**config.mk**
```make
export PLATFORM = sky130hd
export DESIGN_NAME = k_meter_rms_peak_core
export DESIGN_NICKNAME = d
export VERILOG_FILES = /design/src/rtl/kmrp_pkg.sv /design/src/rtl/kmrp_isqrt.sv /design/src/rtl/kmrp_datapath.sv /design/src/rtl/kmrp_ctrl.sv /design/src/rtl/k_meter_rms_peak_core.sv
export SDC_FILE = /design/constraint.sdc
export NUM_CORES = 2
export LEC_CHECK = 0
export BUFFER_PORTS_ARGS = -buffer_cell sky130_fd_sc_hd__buf_2
export CAP_MARGIN = 25
export CORE_ASPECT_RATIO = 0.8
export CORE_MARGIN = 5
export CORE_UTILIZATION = 59
export DETAILED_ROUTE_END_ITERATION = 8
export PLACE_DENSITY = 0.84
export SLEW_MARGIN = 20
export SYNTH_ARGS = -nofsm -noshare
export SYNTH_HDL_FRONTEND = slang
export SYNTH_SLANG_ARGS = --single-unit
```
**constraint.sdc**
```tcl
create_clock -name clk -period 9 [get_ports clk]
set_input_delay 0.45 -clock clk [delete_from_list [all_inputs] [get_ports clk]]
set_output_delay 0.45 -clock clk [all_outputs]
set_load 0.05 [all_outputs]
```
**src/rtl/kmrp_pkg.sv**
```systemverilog
package kmrp_pkg;

    // Fixed-width fields and register layout
    localparam int LEVEL_W    = 24;   // rms_level / peak_level width
    localparam int COEF_FRAC  = 24;   // Q0.24 coefficients
    localparam int CNT_W      = 16;   // sample counter / period length
    localparam int HOLD_W     = 24;   // hold counter
    localparam int FCOEF_W    = 22;   // filter_coef register width
    localparam int HSAMP_W    = 22;   // hold_samples register width
    localparam int CFG_IDX_W  = 2;
    localparam int CFG_DATA_W = 24;

    // Configuration register indexes
    localparam logic [CFG_IDX_W-1:0] CFG_FILTER_COEF  = 2'd0;
    localparam logic [CFG_IDX_W-1:0] CFG_HOLD_SAMPLES = 2'd1;
    localparam logic [CFG_IDX_W-1:0] CFG_PERIOD_LEN   = 2'd2;
    localparam logic [CFG_IDX_W-1:0] CFG_FALL_COEF    = 2'd3;

    // Reset values of the configuration registers
    localparam logic [FCOEF_W-1:0]   RST_FILTER_COEF  = 22'd3397;
    localparam logic [HSAMP_W-1:0]   RST_HOLD_SAMPLES = 22'd72000;
    localparam logic [CNT_W-1:0]     RST_PERIOD_LEN   = 16'd256;
    localparam logic [COEF_FRAC-1:0] RST_FALL_COEF    = 24'd16725876;

    // Square root unit: 48-bit radicand, 2 bits per step
    localparam int SQRT_RAD_W  = 48;
    localparam int SQRT_ROOT_W = 24;
    localparam int SQRT_STEPS  = SQRT_RAD_W / 2;
    localparam int SQRT_CNT_W  = $clog2(SQRT_STEPS);

    // Datapath operations
    localparam int OP_W = 4;
    localparam logic [OP_W-1:0] OP_NONE         = 4'd0;
    localparam logic [OP_W-1:0] OP_LOAD         = 4'd1;
    localparam logic [OP_W-1:0] OP_READ         = 4'd2;
    localparam logic [OP_W-1:0] OP_SQUARE       = 4'd3;
    localparam logic [OP_W-1:0] OP_DIFF         = 4'd4;
    localparam logic [OP_W-1:0] OP_MUL_LO       = 4'd5;
    localparam logic [OP_W-1:0] OP_MUL_HI       = 4'd6;
    localparam logic [OP_W-1:0] OP_UPDATE       = 4'd7;
    localparam logic [OP_W-1:0] OP_PERIOD_START = 4'd8;
    localparam logic [OP_W-1:0] OP_PERIOD_DONE  = 4'd9;

    typedef struct packed {
        logic [OP_W-1:0] op;
        logic            second;   // filter op targets the second low-pass
    } cmd_t;

    typedef struct packed {
        logic out_free;     // output register can take a result this cycle
        logic quarter;      // sample count is a multiple of four
        logic period_end;   // sample count reached the period length
        logic sqrt_busy;
    } status_t;

endpackage

```
**src/rtl/kmrp_isqrt.sv**
```systemverilog
module kmrp_isqrt (
    input  logic                               clk,
    input  logic                               rst_n,
    input  logic                               start,
    input  logic [kmrp_pkg::SQRT_RAD_W-1:0]    radicand,
    output logic                               busy,
    output logic [kmrp_pkg::SQRT_ROOT_W-1:0]   root
);
    import kmrp_pkg::*;

    localparam int REM_W = SQRT_ROOT_W + 2;

    logic [SQRT_RAD_W-1:0]  rad_reg;
    logic [REM_W-1:0]       rem_reg;
    logic [SQRT_ROOT_W-1:0] root_reg;
    logic [SQRT_CNT_W-1:0]  cnt_reg;
    logic                   busy_reg;

    logic [REM_W+1:0] rem_sh;
    logic [REM_W+1:0] trial;
    logic             fits;

    // one result digit per step (restoring, radix 4 on the radicand)
    assign rem_sh = {rem_reg, rad_reg[SQRT_RAD_W-1 -: 2]};
    assign trial  = (REM_W+2)'({root_reg, 2'b01});
    assign fits   = (rem_sh >= trial);

    always_ff @(posedge clk or negedge rst_n)
    begin
        if (!rst_n)
        begin
            busy_reg <= 1'b0;
            cnt_reg  <= '0;
        end
        else if (start)
        begin
            busy_reg <= 1'b1;
            cnt_reg  <= '0;
        end
        else if (busy_reg)
        begin
            cnt_reg <= cnt_reg + 1'b1;
            if (cnt_reg == SQRT_CNT_W'(SQRT_STEPS - 1))
            begin
                busy_reg <= 1'b0;
            end
        end
    end

    always_ff @(posedge clk)
    begin
        if (start)
        begin
            rad_reg  <= radicand;
            rem_reg  <= '0;
            root_reg <= '0;
        end
        else if (busy_reg)
        begin
            rad_reg <= {rad_reg[SQRT_RAD_W-3:0], 2'b00};
            if (fits)
            begin
                rem_reg  <= REM_W'(rem_sh - trial);
                root_reg <= {root_reg[SQRT_ROOT_W-2:0], 1'b1};
            end
            else
            begin
                rem_reg  <= REM_W'(rem_sh);
                root_reg <= {root_reg[SQRT_ROOT_W-2:0], 1'b0};
            end
        end
    end

    assign busy = busy_reg;
    assign root = root_reg;

endmodule

```
**src/rtl/kmrp_datapath.sv**
```systemverilog
module kmrp_datapath #(
    parameter int SAMPLE_BITS = 24,
    parameter int FILTER_BITS = 32
) (
    input  logic                              clk,
    input  logic                              rst_n,
    input  logic                              cfg_wr_en,
    input  logic [kmrp_pkg::CFG_IDX_W-1:0]    cfg_index,
    input  logic [kmrp_pkg::CFG_DATA_W-1:0]   cfg_wdata,
    input  logic signed [SAMPLE_BITS-1:0]     sample,
    input  logic                              out_ready,
    input  kmrp_pkg::cmd_t                    cmd,
    output kmrp_pkg::status_t                 status,
    output logic                              out_valid,
    output logic [kmrp_pkg::LEVEL_W-1:0]      rms_level,
    output logic [kmrp_pkg::LEVEL_W-1:0]      peak_level
);
    import kmrp_pkg::*;

    localparam int SB = SAMPLE_BITS;
    localparam int FB = FILTER_BITS;
    localparam int MW = (SB > COEF_FRAC) ? SB : COEF_FRAC;   // multiplier operand width
    localparam int PW = 2 * MW;

    // configuration
    logic [FCOEF_W-1:0]   filter_coef_reg;
    logic [HSAMP_W-1:0]   hold_samples_reg;
    logic [CNT_W-1:0]     period_len_reg;
    logic [COEF_FRAC-1:0] fall_coef_reg;

    // meter state
    logic [FB-1:0]      lp1_reg;
    logic [FB-1:0]      lp2_reg;
    logic [LEVEL_W-1:0] max_mag_reg;
    logic [CNT_W-1:0]   count_reg;
    logic [LEVEL_W-1:0] rms_hold_reg;
    logic [LEVEL_W-1:0] peak_hold_reg;
    logic [HOLD_W-1:0]  hold_count_reg;
    logic               read_pending_reg;

    // working registers
    logic [SB-1:0]        mag_reg;
    logic [PW-1:0]        prod_reg;
    logic [FB-1:0]        diff_reg;
    logic                 neg_reg;
    logic [COEF_FRAC-1:0] acc_reg;

    // output register
    logic               out_valid_reg;
    logic [LEVEL_W-1:0] rms_out_reg;
    logic [LEVEL_W-1:0] peak_out_reg;

    logic [SB-1:0]             raw_w;
    logic [SB-1:0]             mag_w;
    logic [SB+LEVEL_W-1:0]     pk_ext;
    logic [LEVEL_W-1:0]        pk_w;
    logic [2*SB-1:0]           sq_w;
    logic [2*SB+FB+1:0]        tgt_ext;
    logic [FB:0]               tgt_wide;
    logic [FB-1:0]             tgt_w;
    logic [COEF_FRAC-1:0]      coef_w;
    logic [FB-1:0]             z_sel;
    logic [FB-1:0]             target_sel;
    logic [MW-1:0]             mul_a;
    logic [MW-1:0]             mul_b;
    logic [PW-1:0]             product;
    logic [2*COEF_FRAC:0]      step_sum;
    logic [FB-1:0]             step_w;
    logic [CNT_W-1:0]          len_w;
    logic [FB+22:0]            rad_ext;
    logic [SQRT_RAD_W-1:0]     rad_w;
    logic [SQRT_ROOT_W-1:0]    root_w;
    logic                      sqrt_busy;
    logic [LEVEL_W-1:0]        decay_w;
    logic [HOLD_W-1:0]         hold_dec;
    logic                      out_free;
    logic                      sqrt_start;

    // sample magnitude; the most negative code gives 2^(SB-1)
    assign raw_w = sample;
    assign mag_w = raw_w[SB-1] ? (~raw_w + SB'(1)) : raw_w;

    // magnitude rescaled to Q0.23
    assign pk_ext = {mag_w, {LEVEL_W{1'b0}}};
    assign pk_w   = LEVEL_W'(pk_ext >> SB);

    // squared sample as a filter target, saturating at all ones
    assign sq_w     = prod_reg[2*SB-1:0];
    assign tgt_ext  = {sq_w, {(FB+2){1'b0}}};
    assign tgt_wide = (FB+1)'(tgt_ext >> (2*SB));
    assign tgt_w    = tgt_wide[FB] ? {FB{1'b1}} : tgt_wide[FB-1:0];

    // second filter runs at four times the coefficient
    assign coef_w     = cmd.second ? {filter_coef_reg, 2'b00} : {2'b00, filter_coef_reg};
    assign z_sel      = cmd.second ? lp2_reg : lp1_reg;
    assign target_sel = cmd.second ? lp1_reg : tgt_w;

    // shared multiplier
    always_comb
    begin
        mul_a = '0;
        mul_b = '0;
        unique case (cmd.op)
            OP_SQUARE:
            begin
                mul_a = MW'(mag_reg);
                mul_b = MW'(mag_reg);
            end
            OP_MUL_LO:
            begin
                mul_a = MW'(diff_reg[COEF_FRAC-1:0]);
                mul_b = MW'(coef_w);
            end
            OP_MUL_HI:
            begin
                mul_a = MW'(diff_reg >> COEF_FRAC);
                mul_b = MW'(coef_w);
            end
            OP_PERIOD_START:
            begin
                mul_a = MW'(peak_hold_reg);
                mul_b = MW'(fall_coef_reg);
            end
            default:
            begin
                mul_a = '0;
                mul_b = '0;
            end
        endcase
    end

    assign product = mul_a * mul_b;

    // filter step: (diff * coef) >> 24 = hi*coef + (lo*coef >> 24)
    assign step_sum = (2*COEF_FRAC+1)'(prod_reg[2*COEF_FRAC-1:0])
                    + (2*COEF_FRAC+1)'(acc_reg);
    assign step_w   = FB'(step_sum);

    // effective period length: multiple of four, at least four
    assign len_w = (period_len_reg[CNT_W-1:2] == '0) ? CNT_W'(4)
                 : {period_len_reg[CNT_W-1:2], 2'b00};

    // RMS radicand: 2 * lp2 scaled to Q.46
    assign rad_ext = {lp2_reg, 23'b0};
    assign rad_w   = SQRT_RAD_W'(rad_ext >> (FB - 24));

    assign decay_w  = prod_reg[2*COEF_FRAC-1:COEF_FRAC];
    assign hold_dec = (hold_count_reg > HOLD_W'(len_w)) ? hold_count_reg - HOLD_W'(len_w) : '0;

    assign sqrt_start = (cmd.op == OP_PERIOD_START);

    kmrp_isqrt u_isqrt (
        .clk      (clk),
        .rst_n    (rst_n),
        .start    (sqrt_start),
        .radicand (rad_w),
        .busy     (sqrt_busy),
        .root     (root_w)
    );

    // configuration writes
    always_ff @(posedge clk or negedge rst_n)
    begin
        if (!rst_n)
        begin
            filter_coef_reg  <= RST_FILTER_COEF;
            hold_samples_reg <= RST_HOLD_SAMPLES;
            period_len_reg   <= RST_PERIOD_LEN;
            fall_coef_reg    <= RST_FALL_COEF;
        end
        else if (cfg_wr_en)
        begin
            unique case (cfg_index)
                CFG_FILTER_COEF:  filter_coef_reg  <= cfg_wdata[FCOEF_W-1:0];
                CFG_HOLD_SAMPLES: hold_samples_reg <= cfg_wdata[HSAMP_W-1:0];
                CFG_PERIOD_LEN:   period_len_reg   <= cfg_wdata[CNT_W-1:0];
                CFG_FALL_COEF:    fall_coef_reg    <= cfg_wdata[COEF_FRAC-1:0];
            endcase
        end
    end

    // meter state
    always_ff @(posedge clk or negedge rst_n)
    begin
        if (!rst_n)
        begin
            lp1_reg          <= '0;
            lp2_reg          <= '0;
            max_mag_reg      <= '0;
            count_reg        <= '0;
            rms_hold_reg     <= '0;
            peak_hold_reg    <= '0;
            hold_count_reg   <= '0;
            read_pending_reg <= 1'b0;
        end
        else
        begin
            unique case (cmd.op)
                OP_LOAD:
                begin
                    count_reg <= count_reg + 1'b1;
                    if (pk_w > max_mag_reg)
                    begin
                        max_mag_reg <= pk_w;
                    end
                end
                OP_READ:
                begin
                    read_pending_reg <= 1'b1;
                end
                OP_UPDATE:
                begin
                    if (cmd.second)
                    begin
                        lp2_reg <= neg_reg ? lp2_reg - step_w : lp2_reg + step_w;
                    end
                    else
                    begin
                        lp1_reg <= neg_reg ? lp1_reg - step_w : lp1_reg + step_w;
                    end
                end
                OP_PERIOD_DONE:
                begin
                    count_reg   <= '0;
                    max_mag_reg <= '0;
                    // a read since the last period end restarts the RMS maximum
                    if (read_pending_reg)
                    begin
                        rms_hold_reg     <= root_w;
                        read_pending_reg <= 1'b0;
                    end
                    else if (root_w > rms_hold_reg)
                    begin
                        rms_hold_reg <= root_w;
                    end
                    // new peak rearms the hold; otherwise count down, then decay
                    if (max_mag_reg >= peak_hold_reg)
                    begin
                        peak_hold_reg  <= max_mag_reg;
                        hold_count_reg <= HOLD_W'(hold_samples_reg);
                    end
                    else if (hold_count_reg != '0)
                    begin
                        hold_count_reg <= hold_dec;
                    end
                    else
                    begin
                        peak_hold_reg <= decay_w;
                    end
                end
                default:
                begin
                end
            endcase
        end
    end

    // working registers
    always_ff @(posedge clk)
    begin
        if (cmd.op == OP_LOAD)
        begin
            mag_reg <= mag_w;
        end
        if (cmd.op == OP_SQUARE || cmd.op == OP_MUL_LO || cmd.op == OP_MUL_HI
            || cmd.op == OP_PERIOD_START)
        begin
            prod_reg <= product;
        end
        if (cmd.op == OP_MUL_HI)
        begin
            acc_reg <= prod_reg[2*COEF_FRAC-1:COEF_FRAC];
        end
        if (cmd.op == OP_DIFF)
        begin
            if (target_sel >= z_sel)
            begin
                diff_reg <= target_sel - z_sel;
                neg_reg  <= 1'b0;
            end
            else
            begin
                diff_reg <= z_sel - target_sel;
                neg_reg  <= 1'b1;
            end
        end
    end

    // output register
    assign out_free = !out_valid_reg || out_ready;

    always_ff @(posedge clk or negedge rst_n)
    begin
        if (!rst_n)
        begin
            out_valid_reg <= 1'b0;
        end
        else if (cmd.op == OP_READ)
        begin
            out_valid_reg <= 1'b1;
        end
        else if (out_ready)
        begin
            out_valid_reg <= 1'b0;
        end
    end

    always_ff @(posedge clk)
    begin
        if (cmd.op == OP_READ)
        begin
            rms_out_reg  <= rms_hold_reg;
            peak_out_reg <= peak_hold_reg;
        end
    end

    assign status.out_free   = out_free;
    assign status.quarter    = (count_reg[1:0] == 2'b00);
    assign status.period_end = (count_reg >= len_w);
    assign status.sqrt_busy  = sqrt_busy;

    assign out_valid  = out_valid_reg;
    assign rms_level  = rms_out_reg;
    assign peak_level = peak_out_reg;

endmodule

```
**src/rtl/kmrp_ctrl.sv**
```systemverilog
module kmrp_ctrl (
    input  logic              clk,
    input  logic              rst_n,
    input  logic              in_valid,
    input  logic              action,
    input  kmrp_pkg::status_t status,
    output logic              in_ready,
    output kmrp_pkg::cmd_t    cmd
);
    import kmrp_pkg::*;

    localparam logic [2:0] S_IDLE   = 3'd0;
    localparam logic [2:0] S_SQUARE = 3'd1;
    localparam logic [2:0] S_DIFF   = 3'd2;
    localparam logic [2:0] S_MUL_LO = 3'd3;
    localparam logic [2:0] S_MUL_HI = 3'd4;
    localparam logic [2:0] S_UPDATE = 3'd5;
    localparam logic [2:0] S_PSTART = 3'd6;
    localparam logic [2:0] S_PWAIT  = 3'd7;

    logic [2:0] state_reg;
    logic [2:0] state_next;
    logic       second_reg;
    logic       second_next;

    // a read needs room in the output register; a sample does not
    assign in_ready = (state_reg == S_IDLE) && (!action || status.out_free);

    always_comb
    begin
        state_next  = state_reg;
        second_next = second_reg;
        cmd.op      = OP_NONE;
        cmd.second  = second_reg;
        unique case (state_reg)
            S_IDLE:
            begin
                if (in_valid && in_ready)
                begin
                    if (action)
                    begin
                        cmd.op = OP_READ;
                    end
                    else
                    begin
                        cmd.op      = OP_LOAD;
                        second_next = 1'b0;
                        state_next  = S_SQUARE;
                    end
                end
            end
            S_SQUARE:
            begin
                cmd.op     = OP_SQUARE;
                state_next = S_DIFF;
            end
            S_DIFF:
            begin
                cmd.op     = OP_DIFF;
                state_next = S_MUL_LO;
            end
            S_MUL_LO:
            begin
                cmd.op     = OP_MUL_LO;
                state_next = S_MUL_HI;
            end
            S_MUL_HI:
            begin
                cmd.op     = OP_MUL_HI;
                state_next = S_UPDATE;
            end
            S_UPDATE:
            begin
                cmd.op = OP_UPDATE;
                priority if (!second_reg && status.quarter)
                begin
                    second_next = 1'b1;
                    state_next  = S_DIFF;
                end
                else if (status.period_end)
                begin
                    state_next = S_PSTART;
                end
                else
                begin
                    state_next = S_IDLE;
                end
            end
            S_PSTART:
            begin
                cmd.op     = OP_PERIOD_START;
                state_next = S_PWAIT;
            end
            S_PWAIT:
            begin
                if (!status.sqrt_busy)
                begin
                    cmd.op     = OP_PERIOD_DONE;
                    state_next = S_IDLE;
                end
            end
        endcase
    end

    always_ff @(posedge clk or negedge rst_n)
    begin
        if (!rst_n)
        begin
            state_reg  <= S_IDLE;
            second_reg <= 1'b0;
        end
        else
        begin
            state_reg  <= state_next;
            second_reg <= second_next;
        end
    end

endmodule

```
**src/rtl/k_meter_rms_peak_core.sv**
```systemverilog
// Channel   Signals                          Direction  Item
// input     in_valid/in_ready, action,sample in         sample or read request
// output    out_valid/out_ready, rms_level,  out        held RMS and peak (reads only)
//           peak_level
// config    cfg_wr_en, cfg_index, cfg_wdata  in         register write, no handshake
//
// Steps: a read is done in the idle state. A sample runs the first low-pass, and
// the second too when the count hits a multiple of four, plus at a period end the
// 24-step square root unit. All multiplies share one registered multiplier.
// Reset: asynchronous, clears all meter state and loads the register defaults.
// Stalls: in_ready drops while a sample is in work; a read also waits for room in
// the output register, while samples keep flowing behind a held result.
module k_meter_rms_peak_core #(
    parameter int SAMPLE_BITS = 24,
    parameter int FILTER_BITS = 32
) (
    input  logic                              clk,
    input  logic                              rst_n,
    input  logic                              cfg_wr_en,
    input  logic [kmrp_pkg::CFG_IDX_W-1:0]    cfg_index,
    input  logic [kmrp_pkg::CFG_DATA_W-1:0]   cfg_wdata,
    input  logic                              in_valid,
    output logic                              in_ready,
    input  logic                              action,
    input  logic signed [SAMPLE_BITS-1:0]     sample,
    output logic                              out_valid,
    input  logic                              out_ready,
    output logic [kmrp_pkg::LEVEL_W-1:0]      rms_level,
    output logic [kmrp_pkg::LEVEL_W-1:0]      peak_level
);
    import kmrp_pkg::*;

    cmd_t    cmd;      // controller -> datapath
    status_t status;   // datapath -> controller

    // Sequencer: accept, square, then per filter diff / lo mul / hi mul / update,
    // then at period end the peak decay multiply and square root.
    kmrp_ctrl u_ctrl (
        .clk      (clk),
        .rst_n    (rst_n),
        .in_valid (in_valid),
        .action   (action),
        .status   (status),
        .in_ready (in_ready),
        .cmd      (cmd)
    );

    // Filters, peak tracking, hold logic, square root, config registers and the output register.
    kmrp_datapath #(
        .SAMPLE_BITS (SAMPLE_BITS),
        .FILTER_BITS (FILTER_BITS)
    ) u_datapath (
        .clk        (clk),
        .rst_n      (rst_n),
        .cfg_wr_en  (cfg_wr_en),
        .cfg_index  (cfg_index),
        .cfg_wdata  (cfg_wdata),
        .sample     (sample),
        .out_ready  (out_ready),
        .cmd        (cmd),
        .status     (status),
        .out_valid  (out_valid),
        .rms_level  (rms_level),
        .peak_level (peak_level)
    );

`ifndef SYNTH
    // a read item always lands in the output register
    a_read_gives_result: assert property (@(posedge clk) disable iff (!rst_n)
        in_valid && in_ready && action |=> out_valid)
        else $error("read item produced no result");

    // a sample item keeps the sequencer busy, so in_ready stays low after it is taken
    a_sample_busy: assert property (@(posedge clk) disable iff (!rst_n)
        in_valid && in_ready && !action |=> !in_ready)
        else $error("input accepted while a sample is in work");

    // held peak never exceeds full scale
    a_peak_range: assert property (@(posedge clk) disable iff (!rst_n)
        out_valid |-> peak_level <= 24'd8388608)
        else $error("peak level above full scale");

    // RMS of a Q0 filter value is bounded by sqrt(2)
    a_rms_range: assert property (@(posedge clk) disable iff (!rst_n)
        out_valid |-> rms_level <= 24'd11863283)
        else $error("rms level out of range");
`endif

endmodule
```
* After elaboration in Yosys (flattened, before gate mapping) *
Index checks and enable logic that the tools add are counted.

storage, ports and cells
  word-level logic and storage cells = 160
  bits in registers = 532
  input bits = 56

cells by class
  $mul = 1
  add/sub/neg operators = 12
  mux-type cells = 48
  bitwise logic cells = 2
  $lt $le $gt $ge = 7
  equality and inequality tests = 26
  reduce and logical (&&, ||, !) cells = 36

operators by type and width
  operator               count
  $mux 24                10
  $mux 32                6
  $sub 32x32->32         4
  $pmux 24 s4            1
  $mux 47                2
  $pmux 24 s3            1
  $add 32x32->32         2
  $gt 24x24->1           2
  $mul 24x24->48         1
  $pmux 24 s2            1
  $add 32x24->32         1
  $ge 32x32->1           1
  $pmux 16 s2            1
  $pmux 4 s8             1
  $ge 28x26->1           1
  $mux 26                1
  $sub 26x26->26         1
  $add 24x1->24 const B  1
  $ge 24x24->1           1
  $gt 24x16->1           1
  $not 24->24            1
  $pmux 3 s8             1
  $reduce_bool 24->1     1
  $sub 24x16->24         1
  34 further kinds       88

* Logic depth before layout (Yosys ltp) *
  depth in word-level cells = 11
  mapped depth = 37
  mapped depth without buffers = 35

* Modules after synthesis *
From an unflattened synthesis, not the netlist that was laid out.

second synthesis, totals
  cell total of the unflattened synthesis = 5805
  area, all modules = 53582.6 sq um

by module, submodules not included
  module         area an instance (sq um)  seq. area each (sq um)  cells an instance  times used
  kmrp_datapath  47628.2                   11857.6                 5218               1
  kmrp_isqrt     5661.7                    2592.5                  553                1
  kmrp_ctrl      292.8                     100.1                   34                 1

* Worst setup path before layout *
OpenSTA, ideal clock, no wires.

  path type = reg2reg
  start point = register u_ctrl.state_reg[2]
  end point = register u_datapath.prod_reg[45], data pin
  cell stages (with the launch flop) = 35
  data required time = 8.737 ns
  arrival = 8.984 ns
  setup slack = -0.246 ns
  library setup time = 0.263 ns
  period minus slack after synthesis = 9.246 ns
  path buffers = 2
  cell sequence = dfrtp_1 -> clkbuf_1 -> nand2_1 -> nor2_1 -> a21oi_1 -> nor2_1 -> nand2_1 -> nand2_1 -> clkbuf_1 -> nand2_1 -> fa_1 -> inv_1 -> fa_1 -> inv_1 -> fa_1 -> fa_1 -> inv_1 -> fa_1 -> fa_1 -> inv_1 -> fa_1 -> inv_1 -> ha_1 -> a21o_1 -> a21o_1 -> a21o_1 -> a2111oi_0 -> o21ai_0 -> a31oi_1 -> o31ai_1 -> a211oi_2 -> nand4b_1 -> a21oi_1 -> o41ai_2 -> xnor2_1

between the ends
  longest elaborated chain between the ends = 9

ends and longest elaborated chain
  item                        line                              RTL
  start, declared             kmrp_ctrl.sv:21                   logic [2:0] state_reg;
  start signal, assigned      kmrp_ctrl.sv:114                  state_reg <= state_next;
  $logic_not 3->1             kmrp_ctrl.sv:27, kmrp_ctrl.sv:35
  $logic_and 1x1->1           kmrp_ctrl.sv:27                   assign in_ready = (state_reg == S_IDLE) && (!action || status.out_free);
  $logic_and 1x1->1           kmrp_ctrl.sv:38                   if (in_valid && in_ready)
  $mux 4                      kmrp_ctrl.sv:38
  $pmux 4 s8 (*)              kmrp_ctrl.sv:35                   unique case (state_reg)
  $eq 4x3->1                  kmrp_datapath.sv:103              unique case (cmd.op)
  $reduce_or 2->1 (no line)   n/a
  $pmux 24 s3                 kmrp_datapath.sv:103
  $mul 24x24->48 (*)          kmrp_datapath.sv:132              assign product = mul_a * mul_b;
  net u_datapath.product[45]  kmrp_datapath.sv:66               logic [PW-1:0] product;
  end signal, assigned        kmrp_datapath.sv:268              prod_reg <= product;
  end, declared               kmrp_datapath.sv:43               logic [PW-1:0] prod_reg;

Mark *: on every way through the listed nets, which the timed path passes. The rest lies on a longest branch.
A chain may end at the register's enable or synchronous reset.

* Final worst setup path *
  start point = register u_ctrl.state_reg[1]
  end point = register u_datapath.prod_reg[46], data pin

The elaborated chain is that of the path after synthesis.

==> impl_metrics.toml <==
[floorplan]
die-width_um = 345
die-area_mm2 = 0.0959
rows = 98
ios = 106
fp.dieH_um = 278
coreArea_mm2 = 0.0891
start_util_pct = 59.4

[grt]
grt_start_max_net_pins = 86
grt_pass1_vias = 42900
antenna_found_initial = 5
grt_overflow = 0
grt_pass1_wl_um = 252000
grt.total_usage_pct = 33.9

[setup_path]
reg2regPathDepth = 27
rrSetupSlack_ns = 0.31
r2r-start = "u_ctrl.state_reg[1]"
setup.worst_path.end_class = "flop"
worstPathRequired_ns = 9.34
arrival_ns = 9.03
rr_endpoint = "u_datapath.prod_reg[46]"
worst-path-max-fanout = 22
crit_type = "reg -> reg"
endpoint = "u_datapath.prod_reg[46]"
start_kind = "flop"
worstSetupStartpoint = "u_ctrl.state_reg[1]"

[final_layout]
regArea_mm2 = 0.0141
design_area_mm2 = 0.0575
fill_cells = 7253
utilization_pct = 64.5
drive_gt1_share_pct = 10.7
areaGrowthSynthToFinish_pct = 8.54
multiInputGateArea_mm2 = 0.0351
nets = 6824
largest_register_ffs = 48

[clock_tree]
cts_sinks = 530
cts.path.max_buffers = 3
cts.htree.levels = 2
cts_root_buf = "clkbuf_16"
post_cts_buffers = 0
tritoncts = "done"
path_clk_slew_ns = 0.07
cts_made_buffers = 56
worstSkewPairLatency_ns = 0.66

[synthesis]
synth_edf_count = 209
ys.flop_type = "dfrtp_1"
postSynthCellCount = 5753
async_flop_share_pct = 50.9
yosysWarnings = 0
synth_cell_type_count = 102
synthesis.area_mm2 = 0.0529
synth-seq-area-share_pct = 26.6
syn_nets = 6751
synth-seq-cells = 530
synth_area_per_cell_um2 = 9.20

[drt]
route.met2.wl_um = 69300
wl_per_cell_um = 23.1
drt_iter0_markers = 4597
wl_met1_um = 67900
drcViolationCount = 0
firstDrtPassIters = 6
wl_met3_um = 20400
vias = 43200
top_layer_used = "met5"
ant_nets = 0
viasPerCell = 6.11
wl_um = 164000

[sta]
setup_viol = 0
finalCritPeriodShare_pct = 96.6
worst_pin_slew_ns = 1.08
maxSlewViolCount = 0
slew_headroom_pct = 27.8
min_period_ns = 8.69
hold_ws_ns = 0.0386
max_clock_freq_mhz = 115
hold_viol = 0
clock_skew_ns = 0.0648

[placement]
place_area_mm2 = 0.0553
gp_congestion = 1.07
io_buffers = 105
dpl.hpwl_um = 131000

[status]
status = "completed"

[worst_hold_path]
hold_path_class = "in -> reg"

[run]
drv_cap = 0
-- Yosys cell counts, drive strengths merged, types with 8 or more instances --
cell	number	area (um^2)
o21bai	43	323
a221oi	8	82.6
nor2	506	1900
nor3	48	257
a211o	9	78.8
nor4	15	93.8
o22a	43	377
and3	22	148
and2	38	240
a22oi	24	180
dfxtp	51	1020
nand2	673	2530
dfrtp	241	6030
o21a	61	458
ha	454	5680
fa	488	9770
edfxtp	209	6280
a31oi	23	150
a2111oi	10	100
xor2	77	682
nand3b	11	82.6
o41ai	9	86.3
a21boi	14	105
inv	796	2990
o221ai	9	78.8
nand3	47	245
nor2b	54	338
nand2b	40	250
or3	22	139
or2	14	87.6
a21oi	301	1520
clkbuf	200	751
o21ai	282	1420
o31ai	25	188
mux2i	148	1480
o22ai	32	200
buf	47	233
nand4	48	300
mux2	143	1610
a21o	138	1040
dfstp	29	762
o211ai	21	158
a211oi	43	360
xnor2	158	1410
-- per-layer routing --
layer | GRT usage [%] | vias to the layer above
met2 | 49.6 | 2220
met4 | 10.7 | 6
li1 | - | 19400
met1 | 48.9 | 21300
met3 | 10.0 | 376
met5 | 0 | -
-- placed cells by master, fill, tap and decap left out, drive strengths merged, types with 51 or more instances in the layout --
master / netlist / routed
clkbuf: 200 / 75
inv: 796 / 800
buf: 47 / 261
o21a: 61 / 61
xor2: 77 / 77
nor2: 506 / 506
ha: 454 / 454
o21ai: 282 / 282
a21oi: 301 / 301
mux2i: 148 / 148
dfrtp: 241 / 241
mux2: 143 / 143
nand2: 673 / 673
nor2b: 54 / 54
a21o: 138 / 138
xnor2: 158 / 158
dfxtp: 51 / 51
fa: 488 / 488
edfxtp: 209 / 209
-- cells by family after synthesis --
kind of cell	synth area share, %
compound gates	13.9
xor+xnor	3.96
fa+ha+maj	29.2
buf+inv	7.51
flops	26.6
mux	5.84
simple gates	13.1
-- area by class of cell --
type                       count  area share [%]
antenna                        3          0.0131
clock buffer                  75            2.77
clock inverter                30           0.716
inverter                     797            5.21
multi-input combinational   4179            61.0
sequential                   530            24.5
tap                         1200            2.61
timing repair buffer         262            3.14
-- worst min path at each step --
stage,startpoint,end,depth (start not counted)
after global routing,cfg_wdata[22],u_datapath.fall_coef_reg[22],2
after floorplan,rst_n,u_ctrl.second_reg,0
after CTS,cfg_wdata[22],u_datapath.fall_coef_reg[22],2
after detailed placement,u_datapath.rms_hold_reg[17],u_datapath.rms_level[17],0
final,cfg_wdata[22],u_datapath.fall_coef_reg[22],2
after global placement,u_datapath.rms_hold_reg[6],u_datapath.rms_level[6],0
-- worst max-delay path: stages, from the launching register on --
cell	delay, ns
dfrtp_4	0.56
buf_4	0.32
nor2_1	0.12
buf_4	0.15
a22oi_1	0.19
and2_2	0.46
nor2_1	0.26
fa_1	0.56
inv_1	0.06
fa_1	0.54
inv_1	0.06
fa_1	0.50
fa_1	0.52
fa_1	0.52
fa_1	0.54
inv_1	0.06
fa_1	0.53
inv_1	0.08
ha_1	0.43
nand4_1	0.20
or3_1	0.43
nor3_1	0.22
a211o_1	0.23
a41o_1	0.33
a21boi_2	0.11
nor3_1	0.18
a211oi_1	0.09
xnor2_1	0.13
-- stage by stage --
step / setup slack [ns] / TNS [ns] / instances
5_1_grt: -0.0218 / -0.0481 / 7073
2_1_floorplan: 0.188 / 0 / 5753
3_5_place_dp: 0.0999 / 0 / 6966
3_3_place_gp: 0.324 / 0 / 6964
4_1_cts: 0.00795 / 0 / 7072
6_report: 0.310 / 0 / 7076
-- what timing repair did --
action / 4_1_cts / 5_1_grt
endpoints found under the hold margin: 74 / 0
gates resized for setup: 0 / 21
hold buffers: 1 / 0
setup endpoints to repair: 0 / 11
Power is left out: the tool's default activity adds up to more than one toggle a clock period on the data nets, which glitch-free logic cannot reach.
